**src/hw/rtl/ksr_pkg.sv**
```systemverilog
// Package: shared types, codes and the CRC-16 byte step for the key slot replica router.
package ksr_pkg;

    localparam int RANGES_DEF       = 16;
    localparam int MAX_REPLICAS_DEF = 8;
    localparam int ENTRY_SPAN       = 16;
    localparam int SLOT_W           = 14;
    localparam int CRC_W            = 16;
    localparam int ENTRY_W          = 4;
    localparam int CNT_W            = 4;
    localparam int IDX_W            = 4;
    localparam int REPLICA_W        = 3;
    localparam logic [CRC_W-1:0] CRC_POLY = 16'h1021;

    typedef enum logic [1:0] {
        KIND_WRITE  = 2'd0,
        KIND_LOOKUP = 2'd1,
        KIND_NOTICE = 2'd2,
        KIND_UNUSED = 2'd3
    } kind_t;

    typedef struct packed {
        logic               valid;
        kind_t              kind;
        logic [SLOT_W-1:0]  slot;
        logic               relaxed;
        logic               misconf;
        logic [ENTRY_W-1:0] entry;
        logic [SLOT_W-1:0]  low;
        logic [SLOT_W-1:0]  high;
        logic [CNT_W-1:0]   cnt;
        logic               found;
        logic [ENTRY_W-1:0] hit;
        logic [IDX_W-1:0]   idx;
    } beat_t;

    function automatic logic [CRC_W-1:0] crc_feed(input logic [CRC_W-1:0] crc_in,
                                                  input logic [7:0]       byte_in);
        logic [CRC_W-1:0] c;
        c = crc_in ^ {byte_in, 8'h00};
        for (int b = 0; b < 8; b++)
        begin
            if (c[CRC_W-1])
            begin
                c = {c[CRC_W-2:0], 1'b0} ^ CRC_POLY;
            end
            else
            begin
                c = {c[CRC_W-2:0], 1'b0};
            end
        end
        return c;
    endfunction

endpackage

```
**src/hw/rtl/ksr_front.sv**
```systemverilog
// Front stage: key CRC accumulation and beat formation for the cell chain.
module ksr_front
    import ksr_pkg::*;
#(
    parameter int RANGES       = RANGES_DEF,
    parameter int MAX_REPLICAS = MAX_REPLICAS_DEF
)
(
    input  logic               clk,
    input  logic               rst_n,
    input  logic               accept,
    input  logic [1:0]         kind,
    input  logic [7:0]         key_byte,
    input  logic               last_byte,
    input  logic               relaxed_read,
    input  logic               info_has_misconf,
    input  logic [ENTRY_W-1:0] entry_index,
    input  logic [SLOT_W-1:0]  range_low,
    input  logic [SLOT_W-1:0]  range_high,
    input  logic [CNT_W-1:0]   replica_count,
    output beat_t              beat
);

    logic [CRC_W-1:0] crc_reg;
    logic [CRC_W-1:0] crc_next;
    logic [CRC_W-1:0] crc_step;
    beat_t            beat_reg;
    beat_t            beat_next;
    logic [CNT_W-1:0] cnt_min;
    logic [CNT_W:0]   cnt_sat;
    kind_t            kind_in;

    assign kind_in = kind_t'(kind);

    always_comb
    begin
        crc_step = crc_feed(crc_reg, key_byte);
        crc_next = crc_reg;
        cnt_min  = (replica_count == '0) ? CNT_W'(1) : replica_count;
        if (int'(cnt_min) > MAX_REPLICAS)
        begin
            cnt_sat = (CNT_W+1)'(MAX_REPLICAS);
        end
        else
        begin
            cnt_sat = {1'b0, cnt_min};
        end

        beat_next.valid   = 1'b0;
        beat_next.kind    = kind_in;
        beat_next.slot    = crc_step[SLOT_W-1:0];
        beat_next.relaxed = relaxed_read;
        beat_next.misconf = info_has_misconf;
        beat_next.entry   = entry_index;
        beat_next.low     = range_low;
        beat_next.high    = range_high;
        beat_next.cnt     = cnt_sat[CNT_W-1:0];
        beat_next.found   = 1'b0;
        beat_next.hit     = '0;
        beat_next.idx     = '0;

        if (accept)
        begin
            unique case (kind_in)
                KIND_WRITE:
                begin
                    beat_next.valid = (int'(entry_index) < RANGES);
                end
                KIND_LOOKUP, KIND_NOTICE:
                begin
                    beat_next.valid = last_byte;
                    crc_next        = last_byte ? '0 : crc_step;
                end
                default:
                begin
                    beat_next.valid = 1'b0;
                end
            endcase
        end
    end

    always_ff @(posedge clk or negedge rst_n)
    begin
        if (!rst_n)
        begin
            crc_reg  <= '0;
            beat_reg <= '0;
        end
        else
        begin
            crc_reg  <= crc_next;
            beat_reg <= beat_next;
        end
    end

    assign beat = beat_reg;

    a_crc_clear: assert property (@(posedge clk) disable iff (!rst_n)
        accept && last_byte && (kind_in == KIND_LOOKUP || kind_in == KIND_NOTICE)
        |=> crc_reg == '0)
        else $error("key CRC not cleared after last byte");

endmodule

```
**src/hw/rtl/ksr_cell.sv**
```systemverilog
// Chain cell: one range entry with its rotation and failed mark; matches passing beats.
module ksr_cell
    import ksr_pkg::*;
#(
    parameter int MAX_REPLICAS = MAX_REPLICAS_DEF,
    parameter int IDX          = 0
)
(
    input  logic  clk,
    input  logic  rst_n,
    input  beat_t beat_in,
    output beat_t beat_out
);

    localparam int RW = $clog2(MAX_REPLICAS);
    localparam int CW = $clog2(MAX_REPLICAS + 1);

    logic              valid_reg;
    logic              valid_next;
    logic              failed_reg;
    logic              failed_next;
    logic [RW-1:0]     rot_reg;
    logic [RW-1:0]     rot_next;
    logic [SLOT_W-1:0] low_reg;
    logic [SLOT_W-1:0] high_reg;
    logic [CW-1:0]     cnt_reg;
    logic [RW:0]       rot_inc;
    logic [RW-1:0]     pick;
    logic              wr_here;
    logic              hit_here;
    beat_t             out_reg;
    beat_t             out_next;

    always_comb
    begin
        wr_here  = beat_in.valid && (beat_in.kind == KIND_WRITE) &&
                   (IDX < ENTRY_SPAN) && (beat_in.entry == ENTRY_W'(IDX));
        hit_here = beat_in.valid && !beat_in.found && valid_reg &&
                   (beat_in.kind == KIND_LOOKUP || beat_in.kind == KIND_NOTICE) &&
                   (low_reg <= beat_in.slot) && (beat_in.slot <= high_reg);
        rot_inc     = {1'b0, rot_reg} + 1'b1;
        out_next    = beat_in;
        valid_next  = valid_reg;
        failed_next = failed_reg;
        rot_next    = rot_reg;
        pick        = '0;

        if (wr_here)
        begin
            valid_next  = 1'b1;
            failed_next = 1'b0;
            rot_next    = '0;
        end
        else if (hit_here)
        begin
            out_next.found = 1'b1;
            out_next.hit   = ENTRY_W'(IDX);
            if (beat_in.kind == KIND_LOOKUP)
            begin
                if (beat_in.relaxed)
                begin
                    pick     = rot_reg;
                    rot_next = (rot_inc >= (RW+1)'(cnt_reg)) ? '0 : rot_inc[RW-1:0];
                end
                if (pick == '0 && failed_reg && cnt_reg > CW'(1))
                begin
                    pick = RW'(1);
                end
            end
            else if (!beat_in.misconf)
            begin
                failed_next = 1'b1;
            end
            out_next.idx = IDX_W'(pick);
        end
    end

    always_ff @(posedge clk or negedge rst_n)
    begin
        if (!rst_n)
        begin
            valid_reg  <= 1'b0;
            failed_reg <= 1'b0;
            rot_reg    <= '0;
            out_reg    <= '0;
        end
        else
        begin
            valid_reg  <= valid_next;
            failed_reg <= failed_next;
            rot_reg    <= rot_next;
            out_reg    <= out_next;
        end
    end

    always_ff @(posedge clk)
    begin
        if (wr_here)
        begin
            low_reg  <= beat_in.low;
            high_reg <= beat_in.high;
            cnt_reg  <= CW'(beat_in.cnt);
        end
    end

    assign beat_out = out_reg;

    a_rot_bound: assert property (@(posedge clk) disable iff (!rst_n)
        valid_reg |-> ({1'b0, rot_reg} < (RW+1)'(cnt_reg)))
        else $error("rotation beyond replica count");

    a_first_hit: assert property (@(posedge clk) disable iff (!rst_n)
        beat_in.valid && beat_in.found
        |=> beat_out.found && beat_out.hit == $past(beat_in.hit))
        else $error("earlier match overwritten downstream");

endmodule

```
**src/hw/rtl/key_slot_replica_router_top.sv**
```systemverilog
// Top level: key slot replica router, CRC front stage followed by a chain of range cells.
// The last key byte's beat passes the front register, then each cell register, to done.
// Throughput: one beat per cycle; busy stays low, each cell passes the beat on every cycle.
// The front register and the RANGES chain cells, one register stage each, set the latency.
// Reset clears the key CRC, entry valid bits, rotations, failed marks and beats in flight.
// Results are strobed by done for one cycle; the receiver cannot stall.
module key_slot_replica_router_top
    import ksr_pkg::*;
#(
    parameter int RANGES       = RANGES_DEF,
    parameter int MAX_REPLICAS = MAX_REPLICAS_DEF
)
(
    input  logic                 clk,
    input  logic                 rst_n,
    input  logic                 start,
    output logic                 busy,
    input  logic [1:0]           kind,
    input  logic [7:0]           key_byte,
    input  logic                 last_byte,
    input  logic                 relaxed_read,
    input  logic                 info_has_misconf,
    input  logic [ENTRY_W-1:0]   entry_index,
    input  logic [SLOT_W-1:0]    range_low,
    input  logic [SLOT_W-1:0]    range_high,
    input  logic [CNT_W-1:0]     replica_count,
    output logic                 done,
    output logic                 found,
    output logic [ENTRY_W-1:0]   range_hit,
    output logic [REPLICA_W-1:0] replica_index,
    output logic [SLOT_W-1:0]    slot
);

    beat_t chain [RANGES+1];
    beat_t tail;

    assign busy = 1'b0;

    ksr_front #(
        .RANGES       (RANGES),
        .MAX_REPLICAS (MAX_REPLICAS)
    ) u_front (
        .clk              (clk),
        .rst_n            (rst_n),
        .accept           (start && !busy),
        .kind             (kind),
        .key_byte         (key_byte),
        .last_byte        (last_byte),
        .relaxed_read     (relaxed_read),
        .info_has_misconf (info_has_misconf),
        .entry_index      (entry_index),
        .range_low        (range_low),
        .range_high       (range_high),
        .replica_count    (replica_count),
        .beat             (chain[0])
    );

    for (genvar i = 0; i < RANGES; i++)
    begin : g_cell
        ksr_cell #(
            .MAX_REPLICAS (MAX_REPLICAS),
            .IDX          (i)
        ) u_cell (
            .clk      (clk),
            .rst_n    (rst_n),
            .beat_in  (chain[i]),
            .beat_out (chain[i+1])
        );
    end

    assign tail          = chain[RANGES];
    assign done          = tail.valid && (tail.kind != KIND_WRITE);
    assign found         = tail.found;
    assign range_hit     = tail.hit;
    assign replica_index = tail.idx[REPLICA_W-1:0];
    assign slot          = tail.slot;

    a_miss_zero: assert property (@(posedge clk) disable iff (!rst_n)
        done && !found |-> range_hit == '0 && replica_index == '0)
        else $error("miss result carries nonzero hit or replica");

    a_notice_primary: assert property (@(posedge clk) disable iff (!rst_n)
        done && tail.kind == KIND_NOTICE |-> replica_index == '0)
        else $error("failure notice returned nonzero replica");

endmodule
```
**config.mk**
```make
export PLATFORM = sky130hd
export DESIGN_NAME = key_slot_replica_router_top
export DESIGN_NICKNAME = d
export VERILOG_FILES = /design/src/hw/rtl/ksr_pkg.sv /design/src/hw/rtl/ksr_front.sv /design/src/hw/rtl/ksr_cell.sv /design/src/hw/rtl/key_slot_replica_router_top.sv
export SDC_FILE = /design/constraint.sdc
export NUM_CORES = 2
export LEC_CHECK = 0
export BUFFER_PORTS_ARGS = -buffer_cell sky130_fd_sc_hd__buf_2
export CAP_MARGIN = 20
export CORE_ASPECT_RATIO = 2
export CORE_MARGIN = 1.5
export CORE_UTILIZATION = 45
export DETAILED_ROUTE_END_ITERATION = 10
export SYNTH_ARGS = -nofsm -noshare
export SYNTH_HDL_FRONTEND = slang
export SYNTH_SLANG_ARGS = --single-unit
```
**constraint.sdc**
```tcl
create_clock -name clk -period 5.69 [get_ports clk]
set_input_delay 0.569 -clock clk [delete_from_list [all_inputs] [get_ports clk]]
set_output_delay 0.569 -clock clk [all_outputs]
set_load 0.01 [all_outputs]
```
==> flow_metrics.tcl <==
set metrics [dict create \
    die_x_um 263 \
    arrival_ns 4.06 \
    clockBufferDepth 3 \
    period_needed_ns 3.44 \
    fin_cells 6287 \
    wl_per_cell_um 19.1 \
    grt_pass1_wl_um 187000 \
    area_growth_pct 13.0 \
    drt-initial-drc-count 1387 \
    fin_total_pwr_mw 28.7 \
    clk_latency_ns 0.75 \
    gp_congestion 0.864 \
    postRouteAntennaNets 0 \
    synthFlopType "dfrtp_1" \
    syn_area_per_cell_um2 14.5 \
    portBuffers 74 \
    synth_fp_nets 4803 \
    drtPass1Iterations 5 \
    netlist_area_um2 60900 \
    stdcell_area_um2 68900 \
    grt_pass1_vias 35300 \
    cts_root_buf "clkbuf_16" \
    cp-start-kind "flop" \
    placedCellCount 5981 \
    start_util_pct 45.4 \
    worstPathMaxFanout 8 \
    cp_slowest_cell "a22oi_1" \
    finalSetupViolations 0 \
    grt_overflow 0 \
    core-area_um2 134000 \
    hold_class "input port to flop" \
    synth_edf_count 512 \
    htreeDepth 4 \
    synth_cell_types 72 \
    yosysWarnings 0 \
    placed_area_um2 63600 \
    grt.total_usage_pct 18.2 \
    maxSlewHeadroom_pct 28.6 \
    crit_type "flop to flop" \
    drc 0 \
    vias_per_cell 5.04 \
    fin_nets 5053 \
    async_flop_share_pct 68.4 \
    finalClockSkew_ns 0.0200 \
    cts.sink_count 1618 \
    critPathBufInv 0 \
    worstMarginPinSlew_ns 1.07 \
    ys_seq_area_share_pct 70.7 \
    setup_tns_ns 0 \
    max-vdd-ir-drop_mv 0.334 \
    end_kind "flop" \
    grt_max_degree 168 \
    outcome "complete, no violations" \
    cpLargestDelayFamily "compound AO/OA/AOI/OAI gates" \
    postCtsSetupRepairBufs 0 \
    cts.clk_slew.worst_paths_ns 0.06 \
    dieArea_um2 138000 \
    maxCapViolCount 0 \
    critPathRequiredTime_ns 6.31 \
    drive_gt1_share_pct 8.99 \
    synth_cells 4189 \
    row_count 190 \
    cts_made_buffers 143 \
    die_h_um 523 \
    num_io_pins 76 \
    p_leak_nw 31.9 \
    finalHoldViolations 0 \
    layout_commonest_cell "dfrtp_1" \
    wl_um 120000 \
    largest_reg_flops 955 \
    slowest_delay_ns 0.59 \
    n_antenna_cell 0 \
    fmax_mhz 291 \
    cts.repair.resized 0 \
    grt_antenna_before_repair 0 \
    layout_common_cells "dfrtp_1, inv_1, ha_1" \
    slew_violations 0 \
    path_cells "ha_1, and4_1, o21a_1, o31ai_1, o211ai_1, a22oi_1, nor2b_1, mux2_1" \
    vias 31700 \
    place_hpwl_um 92100 \
    timing.hold.ws_ns 0.101 \
    tritoncts "built" \
    p_per_area_nw_per_um2 416 \
    rsz0062_at_grt "no" \
    synth_seq_cells 1618 \
    min_period_over_period_pct 60.4 \
]
-- path summary, 6_finish.rpt --
check                      cells after the start                              to                           start  slack [ns]
max                                            8   g_cell[13].u_cell.beat_out[2]  g_cell[12].u_cell.beat_out[52]        2.25
min                                            2                u_front.beat[63]                           start        0.10
max reg2reg                                    8   g_cell[13].u_cell.beat_out[2]  g_cell[12].u_cell.beat_out[52]        2.25
min reg2reg                                    0  g_cell[12].u_cell.beat_out[27]  g_cell[11].u_cell.beat_out[27]        0.35
max in group asynchronous                      4    g_cell[6].u_cell.beat_out[8]                           rst_n        3.79
min in group asynchronous                      2  g_cell[15].u_cell.beat_out[53]                           rst_n        0.36
-- through the flow --
stage | util (%) | worst slack, ns
floorplan | - | 1.43
global placement | 47.4 | 2.14
detailed placement | 47.4 | 2.14
CTS | 51.4 | 2.11
global route | 51.4 | 2.07
finish | 51.4 | 2.25
-- area by class of cell --
| cell class | instances | area, um^2 |
|---|---|---|
| multi-input cells | 1952 | 15500 |
| flip-flops and latches | 1618 | 43100 |
| repair buffers | 146 | 1120 |
| well taps | 1728 | 2160 |
| clock inverters | 51 | 573 |
| fillers | 11200 | 65200 |
| clock buffers | 214 | 4320 |
| inverters | 578 | 2170 |
-- cells in the mapped netlist (5+ instances only) --
library cell,n,area share [%]
clkbuf_1,10,0.062
nor3_1,23,0.19
nand4b_1,20,0.29
a2111oi_0,8,0.12
a22o_1,14,0.20
xnor2_1,18,0.26
nand2_1,208,1.3
o31ai_1,21,0.26
a221oi_2,6,0.15
xor2_1,11,0.16
a22oi_1,10,0.12
nor4_1,8,0.082
and4_1,20,0.29
o21a_1,13,0.16
buf_4,22,0.27
a21o_1,41,0.51
or4_1,8,0.099
dfrtp_1,1106,45
a211o_1,8,0.12
inv_1,578,3.6
a21oi_1,166,1.4
ha_1,562,12
nor4bb_1,5,0.082
o21ai_0,73,0.60
edfxtp_1,512,25
o311ai_0,19,0.27
a21boi_0,27,0.33
mux2i_1,10,0.16
nand2b_1,59,0.61
and2_1,15,0.15
nand3b_1,7,0.086
o22ai_1,5,0.051
buf_2,9,0.074
o211ai_1,25,0.31
or2_2,56,0.58
nand3_1,79,0.65
mux2_1,24,0.44
nand4_1,66,0.68
a211oi_1,49,0.60
nor2b_1,59,0.61
mux2_2,9,0.17
a31o_2,5,0.072
and3_1,44,0.45
nor2_1,104,0.64
-- logic make-up after synthesis --
group / synth area share, %
simple gates: 6.94
other cells: 0.00616
flops: 70.7
fa+ha+maj: 11.5
xor+xnor: 0.417
buf+inv: 3.97
compound gates: 5.69
mux: 0.774
-- per-layer routing --
layer | vias to the layer above | global-route usage, % | wire (um)
met1 | 15900 | 12.8 | 31800
met3 | 301 | 2.77 | 2710
met5 | - | 0 | 0
met2 | 462 | 39.9 | 75800
li1 | 15000 | - | -
met4 | 0 | 13.3 | 9870
-- where the power goes --
part           internal (mW)  switching [mW]  total, mW
Clock                   5.81            4.07       9.88
Combinational           1.77            2.88       4.65
Sequential              13.2           0.917       14.1
Total                   20.8            7.87       28.7
-- repair_timing --
action                     CTS  global route
hold endpoints to repair    86             0
setup endpoints to repair    0             0
hold buffers                41             0
Note: power is estimated with default switching activity, not from simulation.
